--- config.mk ---
export PLATFORM = sky130hd
export DESIGN_NAME = booth_signed_multiplier_unit
export DESIGN_NICKNAME = d
export VERILOG_FILES = /design/src/design/bsm_pkg.sv /design/src/design/bsm_ctrl.sv /design/src/design/bsm_datapath.sv /design/src/design/booth_signed_multiplier_unit.sv
export SDC_FILE = /design/constraint.sdc
export NUM_CORES = 1
export LEC_CHECK = 0
export ABC_AREA = 1
export BUFFER_PORTS_ARGS = -buffer_cell sky130_fd_sc_hd__buf_2
export CORE_AREA = 2 2 70 139
export CTS_BUF_LIST = sky130_fd_sc_hd__clkbuf_16
export CTS_CLUSTER_DIAMETER = 50
export DETAILED_ROUTE_END_ITERATION = 16
export DIE_AREA = 0 0 72 141
export PLACE_DENSITY = 0.57
export REMOVE_ABC_BUFFERS = 1
export SETUP_SLACK_MARGIN = 0.15
export SLEW_MARGIN = 20
export SYNTH_ARGS = -nofsm -noshare
export SYNTH_HDL_FRONTEND = slang
export SYNTH_SLANG_ARGS = --single-unit
--- constraint.sdc ---
create_clock -name clk -period 2.1 [get_ports clk]
set_input_delay 0.315 -clock clk [delete_from_list [all_inputs] [get_ports clk]]
set_output_delay 0.315 -clock clk [all_outputs]
set_load 0.02 [all_outputs]
--- src/design/bsm_pkg.sv ---
// Shared types for the Booth signed multiplier: controller states and control bundles.
package bsm_pkg;

    typedef enum logic [1:0] {
        ST_IDLE,
        ST_RUN,
        ST_DONE
    } bsm_state_t;

    typedef struct packed {
        logic load;     // take a new operand pair
        logic step;     // run one Booth round
        logic capture;  // move the finished product into the output register
    } bsm_cmd_t;

    typedef struct packed {
        logic last_round;
    } bsm_status_t;

endpackage

--- src/design/bsm_ctrl.sv ---
// Controller for the Booth signed multiplier: sequencing and output handshake.
module bsm_ctrl
    import bsm_pkg::*;
(
    input  logic        clk,
    input  logic        rst_n,
    input  logic        in_valid,
    output logic        in_ready,
    output logic        out_valid,
    input  logic        out_ready,
    input  bsm_status_t status,
    output bsm_cmd_t    cmd
);

    bsm_state_t state_reg;
    bsm_state_t state_next;
    logic       out_valid_reg;
    logic       out_valid_next;
    logic       slot_free;

    always_ff @(posedge clk or negedge rst_n)
    begin
        if (!rst_n)
        begin
            state_reg     <= ST_IDLE;
            out_valid_reg <= 1'b0;
        end
        else
        begin
            state_reg     <= state_next;
            out_valid_reg <= out_valid_next;
        end
    end

    always_comb
    begin
        slot_free      = !out_valid_reg || out_ready;
        in_ready       = 1'b0;
        cmd            = '0;
        state_next     = state_reg;
        unique case (state_reg)
            ST_IDLE:
            begin
                in_ready = 1'b1;
                if (in_valid)
                begin
                    state_next = ST_RUN;
                end
            end
            ST_RUN:
            begin
                cmd.step = 1'b1;
                if (status.last_round)
                begin
                    state_next = ST_DONE;
                end
            end
            ST_DONE:
            begin
                // Hold the product until the output register frees up.
                if (slot_free)
                begin
                    in_ready    = 1'b1;
                    cmd.capture = 1'b1;
                    state_next  = in_valid ? ST_RUN : ST_IDLE;
                end
            end
            default:
            begin
                state_next = ST_IDLE;
            end
        endcase
        cmd.load = in_valid && in_ready;

        if (cmd.capture)
        begin
            out_valid_next = 1'b1;
        end
        else if (out_ready)
        begin
            out_valid_next = 1'b0;
        end
        else
        begin
            out_valid_next = out_valid_reg;
        end
    end

    assign out_valid = out_valid_reg;

endmodule

--- src/design/bsm_datapath.sv ---
// Datapath for the Booth signed multiplier: accumulator, shifted multiplier, round counter.
module bsm_datapath
    import bsm_pkg::*;
#(
    parameter int WIDTH = 8
)
(
    input  logic                   clk,
    input  logic                   rst_n,
    input  bsm_cmd_t               cmd,
    input  logic [WIDTH-1:0]       multiplicand,
    input  logic [WIDTH-1:0]       multiplier,
    output logic [2*WIDTH-1:0]     product,
    output bsm_status_t            status
);

    localparam int CNT_W = $clog2(WIDTH);

    logic [WIDTH:0]     mcand_reg;
    logic [WIDTH:0]     acc_reg;
    logic [WIDTH-1:0]   mult_reg;
    logic               prior_reg;
    logic [CNT_W-1:0]   round_reg;
    logic [2*WIDTH-1:0] product_reg;
    logic [WIDTH:0]     sum;

    always_comb
    begin
        priority if (mult_reg[0] && !prior_reg)
        begin
            sum = acc_reg - mcand_reg;
        end
        else if (!mult_reg[0] && prior_reg)
        begin
            sum = acc_reg + mcand_reg;
        end
        else
        begin
            sum = acc_reg;
        end
    end

    always_ff @(posedge clk or negedge rst_n)
    begin
        if (!rst_n)
        begin
            round_reg <= '0;
        end
        else if (cmd.load)
        begin
            round_reg <= '0;
        end
        else if (cmd.step)
        begin
            round_reg <= round_reg + CNT_W'(1);
        end
    end

    always_ff @(posedge clk)
    begin
        // Capture reads the finished registers before a same-cycle load overwrites them.
        if (cmd.capture)
        begin
            product_reg <= {acc_reg[WIDTH-1:0], mult_reg};
        end
        if (cmd.load)
        begin
            mcand_reg <= {multiplicand[WIDTH-1], multiplicand};
            acc_reg   <= '0;
            mult_reg  <= multiplier;
            prior_reg <= 1'b0;
        end
        else if (cmd.step)
        begin
            // Arithmetic right shift through accumulator, multiplier and prior bit.
            prior_reg <= mult_reg[0];
            mult_reg  <= {sum[0], mult_reg[WIDTH-1:1]};
            acc_reg   <= {sum[WIDTH], sum[WIDTH:1]};
        end
    end

    assign status.last_round = (round_reg == CNT_W'(WIDTH - 1));
    assign product           = product_reg;

endmodule

--- src/design/booth_signed_multiplier_unit.sv ---
// Top level of the radix-2 Booth signed multiplier with stream ports.
// Sequence: load the accepted input word, run the WIDTH add-and-shift rounds of
// the single shared adder, then, once the output register is free, move the product
// there and raise m_tvalid. No new word is taken while rounds run; the next word
// loads in the same cycle the previous product moves to the output register.
// Reset: rst_n asynchronous, active low; clears controller state and m_tvalid.
module booth_signed_multiplier_unit
    import bsm_pkg::*;
#(
    parameter int WIDTH = 8
)
(
    input  logic                               clk,
    input  logic                               rst_n,
    input  logic                               s_tvalid,
    output logic                               s_tready,
    // fields from bit 0: multiplicand (WIDTH), multiplier (WIDTH), zero pad to bytes
    input  logic [((2*WIDTH+7)/8)*8-1:0]       s_tdata,
    output logic                               m_tvalid,
    input  logic                               m_tready,
    // fields from bit 0: product (2*WIDTH), zero pad to bytes
    output logic [((2*WIDTH+7)/8)*8-1:0]       m_tdata
);

    localparam int DATA_W = ((2*WIDTH+7)/8)*8;

    bsm_cmd_t           cmd;
    bsm_status_t        status;
    logic [2*WIDTH-1:0] product;

    // Sequence the rounds and own the output valid flag.
    bsm_ctrl u_ctrl (
        .clk       (clk),
        .rst_n     (rst_n),
        .in_valid  (s_tvalid),
        .in_ready  (s_tready),
        .out_valid (m_tvalid),
        .out_ready (m_tready),
        .status    (status),
        .cmd       (cmd)
    );

    // Hold operands, run the Booth rounds, register the product.
    bsm_datapath #(
        .WIDTH (WIDTH)
    ) u_datapath (
        .clk          (clk),
        .rst_n        (rst_n),
        .cmd          (cmd),
        .multiplicand (s_tdata[WIDTH-1:0]),
        .multiplier   (s_tdata[2*WIDTH-1:WIDTH]),
        .product      (product),
        .status       (status)
    );

    // Pad the product with zeros up to whole bytes.
    assign m_tdata = DATA_W'(product);

endmodule

==> results of run 1 <==
-- path summary, 6_finish.rpt --
check	end	slack (ns)	from
min in group asynchronous	u_datapath.round_reg[0]$_DFFE_PN0P_	0.38	rst_n
min	u_datapath.mcand_reg[5]$_DFFE_PP_	0.19	s_tdata[5]
min reg2reg	u_datapath.product[3]$_DFFE_PP_	0.45	u_datapath.mult_reg[3]$_DFFE_PP_
max in group asynchronous	u_ctrl.out_valid$_DFFE_PN0P_	1.58	rst_n
max reg2reg	u_datapath.acc_reg[7]$_SDFFE_PP0P_	0.30	u_datapath.acc_reg[0]$_SDFFE_PP0P_
max	u_datapath.acc_reg[7]$_SDFFE_PP0P_	0.30	u_datapath.acc_reg[0]$_SDFFE_PP0P_
-- worst register-to-register path, cell delays in order, from the launching register on --
cell	delay [ns]
dfxtp_2	0.36
ha_2	0.20
inv_1	0.06
fa_2	0.35
inv_1	0.06
nand2_1	0.07
nand2_2	0.08
nand4_1	0.09
nand2_1	0.07
nand2_1	0.04
nand2_1	0.08
nand2_1	0.05
nor2_1	0.11
nor2_1	0.05
-- power by group through the flow --
stage / clock network [mW] / logic (mW) / registers, mW
floorplan: 0 / 1.70 / 1.54
global route: 0.980 / 2.76 / 1.61
detailed placement: 0 / 2.32 / 1.59
global placement: 0 / 2.31 / 1.58
finish: 0.927 / 2.39 / 1.57
CTS: 0.956 / 2.34 / 1.57
-- metal layers --
layer	vias up	GRT usage [%]
li1	1103	-
met3	7	2.57
met5	-	0
met4	0	3.87
met2	48	21.4
met1	952	15.9
-- layout make-up --
| class | instances | area (sq um) | area share (%) |
|---|---|---|---|
| flip-flops and latches | 47 | 1290 | 40.4 |
| multi-input cells | 206 | 1140 | 35.7 |
| repair buffers | 45 | 248 | 7.74 |
| inverters | 57 | 214 | 6.69 |
| well taps | 104 | 130 | 4.07 |
| clock buffers | 5 | 125 | 3.91 |
| clock inverters | 3 | 47.5 | 1.49 |
-- logic make-up after synthesis --
logic type      Yosys count
simple gates            144
buf+inv                  64
flops                    47
compound gates           39
fa+ha+maj                22
xor+xnor                  1
-- placed cells by master (no fill, tap or decap), types with 3 or more instances in the layout --
cell type / Yosys / layout
nand2_2: 2 / 3
nor2_1: 24 / 24
clkbuf_16: 0 / 5
dfxtp_1: 9 / 7
nand2_1: 85 / 84
inv_2: 3 / 3
buf_2: 3 / 37
edfxtp_1: 32 / 32
o21ai_0: 14 / 14
inv_1: 54 / 54
nand3_1: 25 / 23
ha_1: 20 / 18
dfrtp_1: 6 / 6
a21oi_2: 2 / 3
o21ai_1: 3 / 3
buf_4: 3 / 7
a21oi_1: 15 / 14
-- through the flow --
step                      hold slack (ns)  total power, mW  worst slack, ns  cells
after global placement              0.148             3.89            0.287    458
after global routing                0.179             5.35            0.125    467
after detailed placement            0.148             3.90            0.240    458
final                               0.190             4.89            0.304    467
after floorplan                    0.0194             3.24            0.287    310
after CTS                           0.182             4.86            0.191    467
-- what timing repair did --
action                                  CTS  global route
gates resized for setup                   0            10
hold endpoints to repair                  6             0
endpoints found under the setup margin    0             3
hold buffers                              1             0
==> results by group, run 1 <==
Yosys
  • Synth top area share: 36.0%
  • Simple-Gate Fraction of Synth Area: 22.6%
  • Synth area leaders: edfxtp_1, nand2_1, ha_1, inv_1, dfxtp_1
  • Seq/Total Area, Yosys: 48.4%
  • Synth Cell Area: 2670 sq um
  • Post-synth top cells: nand2_1, inv_1, edfxtp_1, nand3_1, nor2_1
  • Distinct cells, synth: 29
  • Cell accounting for the most synthesized area: edfxtp_1
  • Post-synthesis xor/xnor area fraction: 0.328%
  • Yosys warning total: 0
  • Mux contribution to synthesized area: 0%
  • Cells after synthesis: 317
  • FFs w/ async S/R, synth: 12.8%
  • Synth Register Bits: 47
  • Compound-Gate Fraction of Synth Area: 8.02%
  • Syn Area/Cell: 8.42 sq um
  • EDFF count, synth: 32
  • Ys flop type: edfxtp_1
  • Synth Area in Adders: 10.9%
  • Largest family of logic cells by synthesized area: simple AND/OR/NAND/NOR gates
  • Count leader, synth: nand2_1

Cells and area
  • Max reg flops: 16
  • Share of layout cells above drive strength 1: 19.8%
  • Fill cells: 956
  • Final nets: 404
  • N_diodes: 0
  • Area Overhead vs Synth: 19.9%
  • Finished Core Util: 34.8%
  • Fin area: 3200 sq um

Setup path
  • Critical path's slowest cell: dfxtp_2
  • Stages on worst setup path: 13
  • CP endpoint kind: register
  • Crit path launch type: register
  • Crit path max fanout: 4
  • Critical Path RT: 2.28 ns
  • CP delay by family, top: simple AND/OR/NAND/NOR gates
  • R2R cell count: 13
  • Most used cell, CP: nand2_1
  • Setup Crit Path Kind: reg2reg
  • CP arrival: 1.98 ns
  • CP cell instances: ha_2 > inv_1 > fa_2 > inv_1 > nand2_1 > nand2_2 > nand4_1 > nand2_1 > nand2_1 > nand2_1 > nand2_1 > nor2_1 > nor2_1
  • Crit-path max cell delay: 0.36 ns
  • Buf+Inv Stages, Crit Path: 2

Pwr
  • Flop pwr share: 32.2%
  • P_sw: 2.08 mW
  • Leakage: 1.58 nW
  • Pwr Density: 1530 nW/um^2
  • Peak supply drop: 0.000863 V
  • Sw Ratio: 42.5%
  • Gate power share: 48.9%
  • Internal power component: 2.81 mW
  • Clk network pwr share: 19.0%

Detailed routing
  • Post-DR wirelength/cell: 13.0 microns
  • DRT iter0 DRCs: 141
  • First-pass DRT Iterations: 4
  • DR DRC count: 0
  • Final wirelength: 6090 microns
  • Met2 Wirelength: 3020 microns
  • Top layer in use: met4
  • Met1 Wirelength: 2760 microns
  • Final ANT Viol Nets: 0
  • Wire length on met3: 231 microns
  • DR vias/cell: 4.52
  • Routed vias: 2110

Timing
  • RSZ-0062 raised after global routing: yes
  • Min Tclk post-route: 1.80 ns
  • Final worst-path cycle share: 85.5%
  • Clk_skew: 0.0138 ns
  • Finish-stage setup viols: 0
  • Final setup TNS: 0 ns
  • Final hold vios: 0
  • Max frequency: 557 MHz
  • Final number of max-transition violations: 0
  • Max-slew headroom: 73.4%
  • Worst slew pin tran: 0.399 ns

CTS
  • Clk sinks: 47
  • CTS tree: done
  • Postcts setup bufs: 0
  • CTS HTree Levels: 2
  • Clock Path Buffers: 2
  • Later-pin clock latency in the skew report: 0.29 ns
  • Clock transition at the registers of the reported paths: 0.07 ns
  • TritonCTS buffer count: 5
  • CTS Root Buffer Type: clkbuf_16

Worst hold path
  • Hold depth: 1
  • Worst hold path type: in2reg

GRT
  • Antenna violations before repair: 0
  • Pin count of the biggest net entering global routing: 20
  • Total track usage: 12.6%
  • First-pass GRT wire length: 9900 microns
  • Total gr overflow: 0
  • Vias in the first global route: 2001

Die
  • Die span in y: 141 microns
  • Die area: 10200 sq um
  • Die W: 72 microns
  • Core Area: 9200 sq um
  • # IOs: 38
  • Row Count: 50
  • Starting density of the core: 29.0%

Placed design
  • Placed cell area: 2990 sq um
  • Final GP Congestion: 0.953
  • DPL Wire Length: 4510 microns
  • PortBufs: 37

Outcome
  • Outcome: finished clean

Flow run
  • Maxcap violations: 0
Power figures use the tool's default switching activity.
==> run 2: changes to the inputs <==
Settings changed: ABC_AREA 1 to not set, ABC_CLOCK_PERIOD_IN_PS set to 2100, CORE_AREA 2 2 70 139 to 2 2 69 136, DIE_AREA 0 0 72 141 to 0 0 71 138.
==> run 2 against run 1 <==
Compared with the run above: first-iteration DRC count fell by 47%; core utilization increased by 2.7 points; setup slack worse by 0.14 ns; combinational power up 13%; area after synthesis fell by 4.1%; final cell count shrank 13%; global-route usage is 0.54 points higher; sequential power barely moved; sequential share of layout area fell by 1.7 points; non-clock buffer count is 16 higher; design area grew 4.2%; power is 5.3% higher; critical path type unchanged; critical endpoint is now u_datapath.acc_reg[5]$_SDFFE_PP0P_; largest power group unchanged.
==> results by group, run 2 <==
Yosys
  • Cell accounting for the most synthesized area: edfxtp_1
  • Synth Register Bits: 47
  • Simple-Gate Fraction of Synth Area: 15.1%
  • Syn Area/Cell: 10.3 sq um
  • Synth area leaders: edfxtp_1, ha_1, dfxtp_1, dfrtp_1, nand2_1
  • Cells after synthesis: 248
  • Synth Area in Adders: 11.3%
  • Distinct cells, synth: 51
  • Seq/Total Area, Yosys: 50.5%
  • FFs w/ async S/R, synth: 12.8%
  • Post-synth top cells: nand2_1, edfxtp_1, ha_1, inv_1, nor2_1
  • EDFF count, synth: 32
  • Ys flop type: edfxtp_1
  • Compound-Gate Fraction of Synth Area: 15.7%
  • Synth Cell Area: 2560 sq um
  • Post-synthesis xor/xnor area fraction: 0.685%
  • Mux contribution to synthesized area: 2.15%
  • Synth top area share: 37.6%
  • Count leader, synth: nand2_1
  • Largest family of logic cells by synthesized area: compound AO/OA/AOI/OAI gates
  • Yosys warning total: 0

Die
  • Starting density of the core: 28.8%
  • Core Area: 8890 sq um
  • Die span in y: 138 microns
  • Die W: 71 microns
  • Die area: 9800 sq um
  • Row Count: 49
  • # IOs: 38

Worst hold path
  • Worst hold path type: in2reg
  • Hold path start: s_tdata[1]

Flow run
  • Maxcap violations: 0

Timing
  • Clk_skew: 0.00661 ns
  • RSZ-0062 raised after global routing: yes
  • Max-slew headroom: 66.3%
  • Max frequency: 518 MHz
  • Worst slew pin tran: 0.506 ns
  • Final hold vios: 0
  • Min Tclk post-route: 1.93 ns
  • Final setup TNS: 0 ns
  • Final setup margin: 0.168 ns
  • Final number of max-transition violations: 0
  • Finish-stage setup viols: 0
  • Final worst-path cycle share: 92.0%

Setup path
  • Critical R2R Launch: u_datapath.mcand_reg[0]$_DFFE_PP_
  • Crit path max fanout: 3
  • Crit path launch type: register
  • Buf+Inv Stages, Crit Path: 0
  • CP arrival: 2.15 ns
  • Crit-path max cell delay: 0.42 ns
  • CP endpoint kind: register
  • Setup Crit Path Kind: reg2reg
  • Worst Setup SP: u_datapath.mcand_reg[0]$_DFFE_PP_
  • Critical Path RT: 2.32 ns
  • Critical path's slowest cell: edfxtp_1
  • CP delay by family, top: adder cells
  • CP cell instances: ha_2 > fa_2 > nor2b_4 > o31ai_2 > a21oi_2 > mux2_2 > a21oi_1

Placed design
  • Final GP Congestion: 0.894
  • DPL Wire Length: 4820 microns
  • Post-place setup slack: 0.0120 ns
  • PortBufs: 37

Cells and area
  • Max reg flops: 16
  • Area Overhead vs Synth: 30.3%
  • Share of layout cells above drive strength 1: 33.0%
  • N_diodes: 0
  • Most common cell after layout, fill and taps aside: nand2_1
  • Most frequent cells in the layout: nand2_1, buf_2, edfxtp_1
  • Final nets: 347

CTS
  • CTS HTree Levels: 2
  • Clock transition at the registers of the reported paths: 0.07 ns
  • Later-pin clock latency in the skew report: 0.29 ns
  • CTS Root Buffer Type: clkbuf_16
  • CTS tree: done
  • Clk sinks: 47
  • Clock Path Buffers: 2
  • TritonCTS buffer count: 5

Detailed routing
  • First-pass DRT Iterations: 4
  • DR DRC count: 0
  • DRT iter0 DRCs: 75
  • DR vias/cell: 5.01
  • Post-DR wirelength/cell: 15.8 microns
  • Routed vias: 2044
  • Final wirelength: 6450 microns
  • Final ANT Viol Nets: 0

Pwr
  • Pwr Density: 1540 nW/um^2
  • Peak supply drop: 0.000462 V
  • Leakage: 1.40 nW

GRT
  • Met3 Use GR: 1.09%
  • Total track usage: 13.2%
  • Antenna violations before repair: 0
  • Grt met1 use: 13.0%
  • Gr busiest metal: met2
  • Vias in the first global route: 2032
  • Total gr overflow: 0
  • Pin count of the biggest net entering global routing: 17
  • Met2 GRT Util: 26.1%
  • First-pass GRT wire length: 9990 microns

Outcome
  • Outcome: finished clean
==> run 2: cell count changes after synthesis, moves of 3 or more <==
cell / before / now
nor2b_1: 0 / 8
nor2_1: 24 / 17
inv_2: 3 / 0
o31ai_1: 0 / 3
mux2_2: 0 / 3
clkbuf_1: 0 / 6
nand3_1: 25 / 1
inv_1: 54 / 18
nand2b_1: 0 / 6
nand2_1: 85 / 40
a211oi_1: 0 / 3
==> run 2: report_power, final <==
group          switching [mW]  total, mW  internal (mW)
Sequential              0.182       1.54           1.35
Clock                   0.352      0.914          0.562
Combinational            1.47       2.70           1.22
==> run 2: final cells by class <==
type | instances | area (sq um)
Tap cell | 102 | 128
Multi-Input combinational cell | 172 | 1310
Clock buffer | 5 | 125
Fill cell | 863 | 5560
Timing Repair Buffer | 61 | 368
Inverter | 18 | 67.6
Clock inverter | 3 | 42.5
Sequential cell | 47 | 1290
==> run 2: worst paths after layout <==
kind	to	slack (ns)	depth (start not counted)
worst max-delay path	u_datapath.acc_reg[5]$_SDFFE_PP0P_	0.17	7
worst min-delay path	u_datapath.mcand_reg[1]$_DFFE_PP_	0.20	1
worst max register to register	u_datapath.acc_reg[5]$_SDFFE_PP0P_	0.17	7
worst min register to register	u_datapath.product[8]$_DFFE_PP_	0.45	0
max in group asynchronous	u_ctrl.state_reg[1]$_DFFE_PN0P_	1.58	2
min in group asynchronous	u_datapath.round_reg[1]$_DFFE_PN0P_	0.37	2
==> run 2: cells by family after synthesis <==
logic type,count (synthesis)
AND/OR/NAND/NOR,83
AO/OA/AOI/OAI,60
flip-flops,47
buffers and inverters,29
adder cells (fa/ha/maj),22
multiplexers,5
XOR/XNOR,2
==> run 2: routing by layer <==
layer  part of all wire [%]  vias to the layer above
met5                      0                        -
met4                    2.3                        0
met3                    3.0                        8
met2                     60                       53
met1                     35                      992
li1                       -                      991
==> run 2: per-stage QoR <==
stage	cells	cell area [sq um]	hold WS, ns	power, mW	utilization (%)
global route	408	3330	0.189	5.50	37.5
detailed placement	393	2950	0.152	3.80	33.2
global placement	393	2950	0.147	3.72	33.2
CTS	403	3180	0.193	4.81	35.7
finish	408	3330	0.199	5.15	37.5
floorplan	237	2510	0.0194	3.02	-
==> run 2: worst reg2reg max path: stages (launching register included) <==
cell and delay (ns):
edfxtp_1 0.42, ha_2 0.22, fa_2 0.38, nor2b_4 0.14, o31ai_2 0.08, a21oi_2 0.17, mux2_2 0.34, a21oi_1 0.11
==> run 2: timing repair <==
action                                 4_1_cts  5_1_grt
gates resized for setup                     12       25
setup endpoints to repair                    6        6
hold buffers                                 1        0
pin swaps                                    5       14
endpoints found under the hold margin        6        0
setup buffers                                1        5
==> run 3: changes to the inputs <==
Settings changed: ABC_CLOCK_PERIOD_IN_PS 2100 to 1700, PLACE_DENSITY 0.57 to 0.59.
Clock period 2.1 ns to 1.7 ns, I/O delays scaled along.
==> run 3 against run 2 <==
Compared with the run above: the run now ends with setup timing left; power is 32% higher; register-to-register slack worse by 0.41 ns; setup slack worse by 0.41 ns; first-iteration DRC count is 25% higher; clock power is 25% higher; non-clock buffer count is 22 higher; critical endpoint unchanged; sequential share of layout area is 2.2 points lower; combinational power is 39% higher.
==> results by group, run 3 (synthesis results as in run 2) <==
Pwr
  • Internal power component: 4.21 mW
  • Peak supply drop: 0.000685 V
  • Clk network pwr share: 16.8%
  • Gate power share: 55.5%
  • P_sw: 2.57 mW
  • Sw Ratio: 37.9%
  • Leakage: 1.52 nW
  • Flop pwr share: 27.7%
  • Pwr Density: 1920 nW/um^2
  • Power, Total: 6.78 mW

Die
  • Starting density of the core: 28.8%
  • Die W: 71 microns
  • Die area: 9800 sq um
  • # IOs: 38
  • Die span in y: 138 microns
  • Core Area: 8890 sq um
  • Row Count: 49

Detailed routing
  • Final ANT Viol Nets: 0
  • Post-DR wirelength/cell: 15.1 microns
  • First-pass DRT Iterations: 4
  • DR vias/cell: 4.90
  • DR DRC count: 0
  • Final wirelength: 6510 microns
  • Routed vias: 2106
  • DRT iter0 DRCs: 94

Setup path
  • Crit path launch type: register
  • CP cell instances: ha_2 > inv_2 > fa_2 > o21bai_4 > buf_4 > a2111o_1 > o211a_1 > a21oi_2
  • CP endpoint kind: register
  • Critical path's slowest cell: edfxtp_1
  • Crit-path max cell delay: 0.44 ns
  • CP arrival: 2.17 ns
  • Critical Path RT: 1.93 ns
  • Crit path max fanout: 2
  • Setup Crit Path Kind: reg2reg

Timing
  • Final setup margin: -0.243 ns
  • Max-slew headroom: 70.9%
  • Final worst-path cycle share: 114%
  • RSZ-0062 raised after global routing: yes
  • Finish-stage setup viols: 7
  • Worst slew pin tran: 0.436 ns
  • Min Tclk post-route: 1.94 ns
  • Final number of max-transition violations: 0
  • Max frequency: 515 MHz
  • Worst Hold Margin: 0.130 ns
  • Final hold vios: 0
  • Clk_skew: 0.00608 ns

Cells and area
  • N_diodes: 0
  • Most common cell after layout, fill and taps aside: buf_4
  • Max reg flops: 16
  • Most frequent cells in the layout: buf_4, nand2_1, buf_2
  • Final nets: 369
  • Share of layout cells above drive strength 1: 39.0%
  • Area Overhead vs Synth: 38.2%

CTS
  • Clock Path Buffers: 2
  • Clk sinks: 47
  • TritonCTS buffer count: 5
  • Later-pin clock latency in the skew report: 0.29 ns
  • CTS HTree Levels: 2
  • CTS tree: done
  • CTS Root Buffer Type: clkbuf_16
  • Clock transition at the registers of the reported paths: 0.07 ns

GRT
  • First-pass GRT wire length: 10400 microns
  • Pin count of the biggest net entering global routing: 17
  • Total track usage: 13.6%
  • Total gr overflow: 0
  • Vias in the first global route: 2179
  • Antenna violations before repair: 0

Placed design
  • DPL Wire Length: 4960 microns
  • PortBufs: 37
  • Final GP Congestion: 0.896

Flow run
  • Maxcap violations: 0

Worst hold path
  • Worst hold path type: in2reg

Outcome
  • Failing checks: setup timing
  • Outcome: finished, violations left
run 3: timing repair:
action | 4_1_cts | 5_1_grt
resized for setup | 34 | 11
endpoints found under the setup margin | 9 | 17
setup buffers | 2 | 1
hold buffers | 1 | 0
endpoints found under the hold margin | 6 | 0
pin swaps | 11 | 10
run 3: critical path, delay by kind of cell (launching register included):
kind | cells | cell delay (ns)
adders and majority gates | 2 | 0.47
buffers and inverters | 2 | 0.20
DFF | 1 | 0.44
AOI/OAI and AO/OA | 4 | 0.77
run 3: power by group through the flow:
stage	clock [mW]	combinational (mW)	sequential, mW
finish	1.14	3.76	1.88
global route	1.20	4.14	1.92
CTS	1.17	3.68	1.88
detailed placement	0	3.21	1.88
global placement	0	3.15	1.86
floorplan	0	1.85	1.89
run 3: final timing paths:
check                                                    from                                   to  slack (ns)  cells after the start
max                         u_datapath.mcand_reg[0]$_DFFE_PP_   u_datapath.acc_reg[5]$_SDFFE_PP0P_       -0.24                      8
min reg2reg                u_datapath.acc_reg[0]$_SDFFE_PP0P_      u_datapath.product[8]$_DFFE_PP_        0.45                      0
max reg2reg                 u_datapath.mcand_reg[0]$_DFFE_PP_   u_datapath.acc_reg[5]$_SDFFE_PP0P_       -0.24                      8
min in group asynchronous                               rst_n      u_ctrl.state_reg[0]$_DFFE_PN0P_        0.31                      2
max in group asynchronous                               rst_n  u_datapath.round_reg[0]$_DFFE_PN0P_        1.25                      2
min                                                s_tdata[7]    u_datapath.mcand_reg[7]$_DFFE_PP_        0.13                      1
run 3: through the flow:
| stage | utilization [%] | worst slack, ns | TNS (ns) | instance area (sq um) | std cells |
|---|---|---|---|---|---|
| final | 39.8 | -0.243 | -1.32 | 3540 | 430 |
| after detailed placement | 35.3 | -0.398 | -2.18 | 3140 | 418 |
| after CTS | 39.3 | -0.255 | -1.37 | 3500 | 429 |
| after global routing | 39.8 | -0.304 | -2.02 | 3540 | 430 |
| after global placement | 35.3 | -0.370 | -1.88 | 3140 | 418 |
| after floorplan | - | -0.185 | -1.16 | 2510 | 237 |
run 3: per-layer routing:
layer / part of all wire (%) / track usage, % / vias up
li1: - / - / 1044
met1: 36 / 13.2 / 1025
met2: 60 / 26.9 / 27
met3: 1.8 / 1.75 / 10
met4: 2.5 / 6.36 / 0
met5: 0 / 0 / -
run 3: cell type report:
cell class | count | area, sq um
Clock buffer | 5 | 125
Clock inverter | 3 | 42.5
Inverter | 18 | 67.6
Multi-Input combinational cell | 172 | 1340
Sequential cell | 47 | 1290
Tap cell | 102 | 128
Fill cell | 879 | 5350
Timing Repair Buffer | 83 | 541
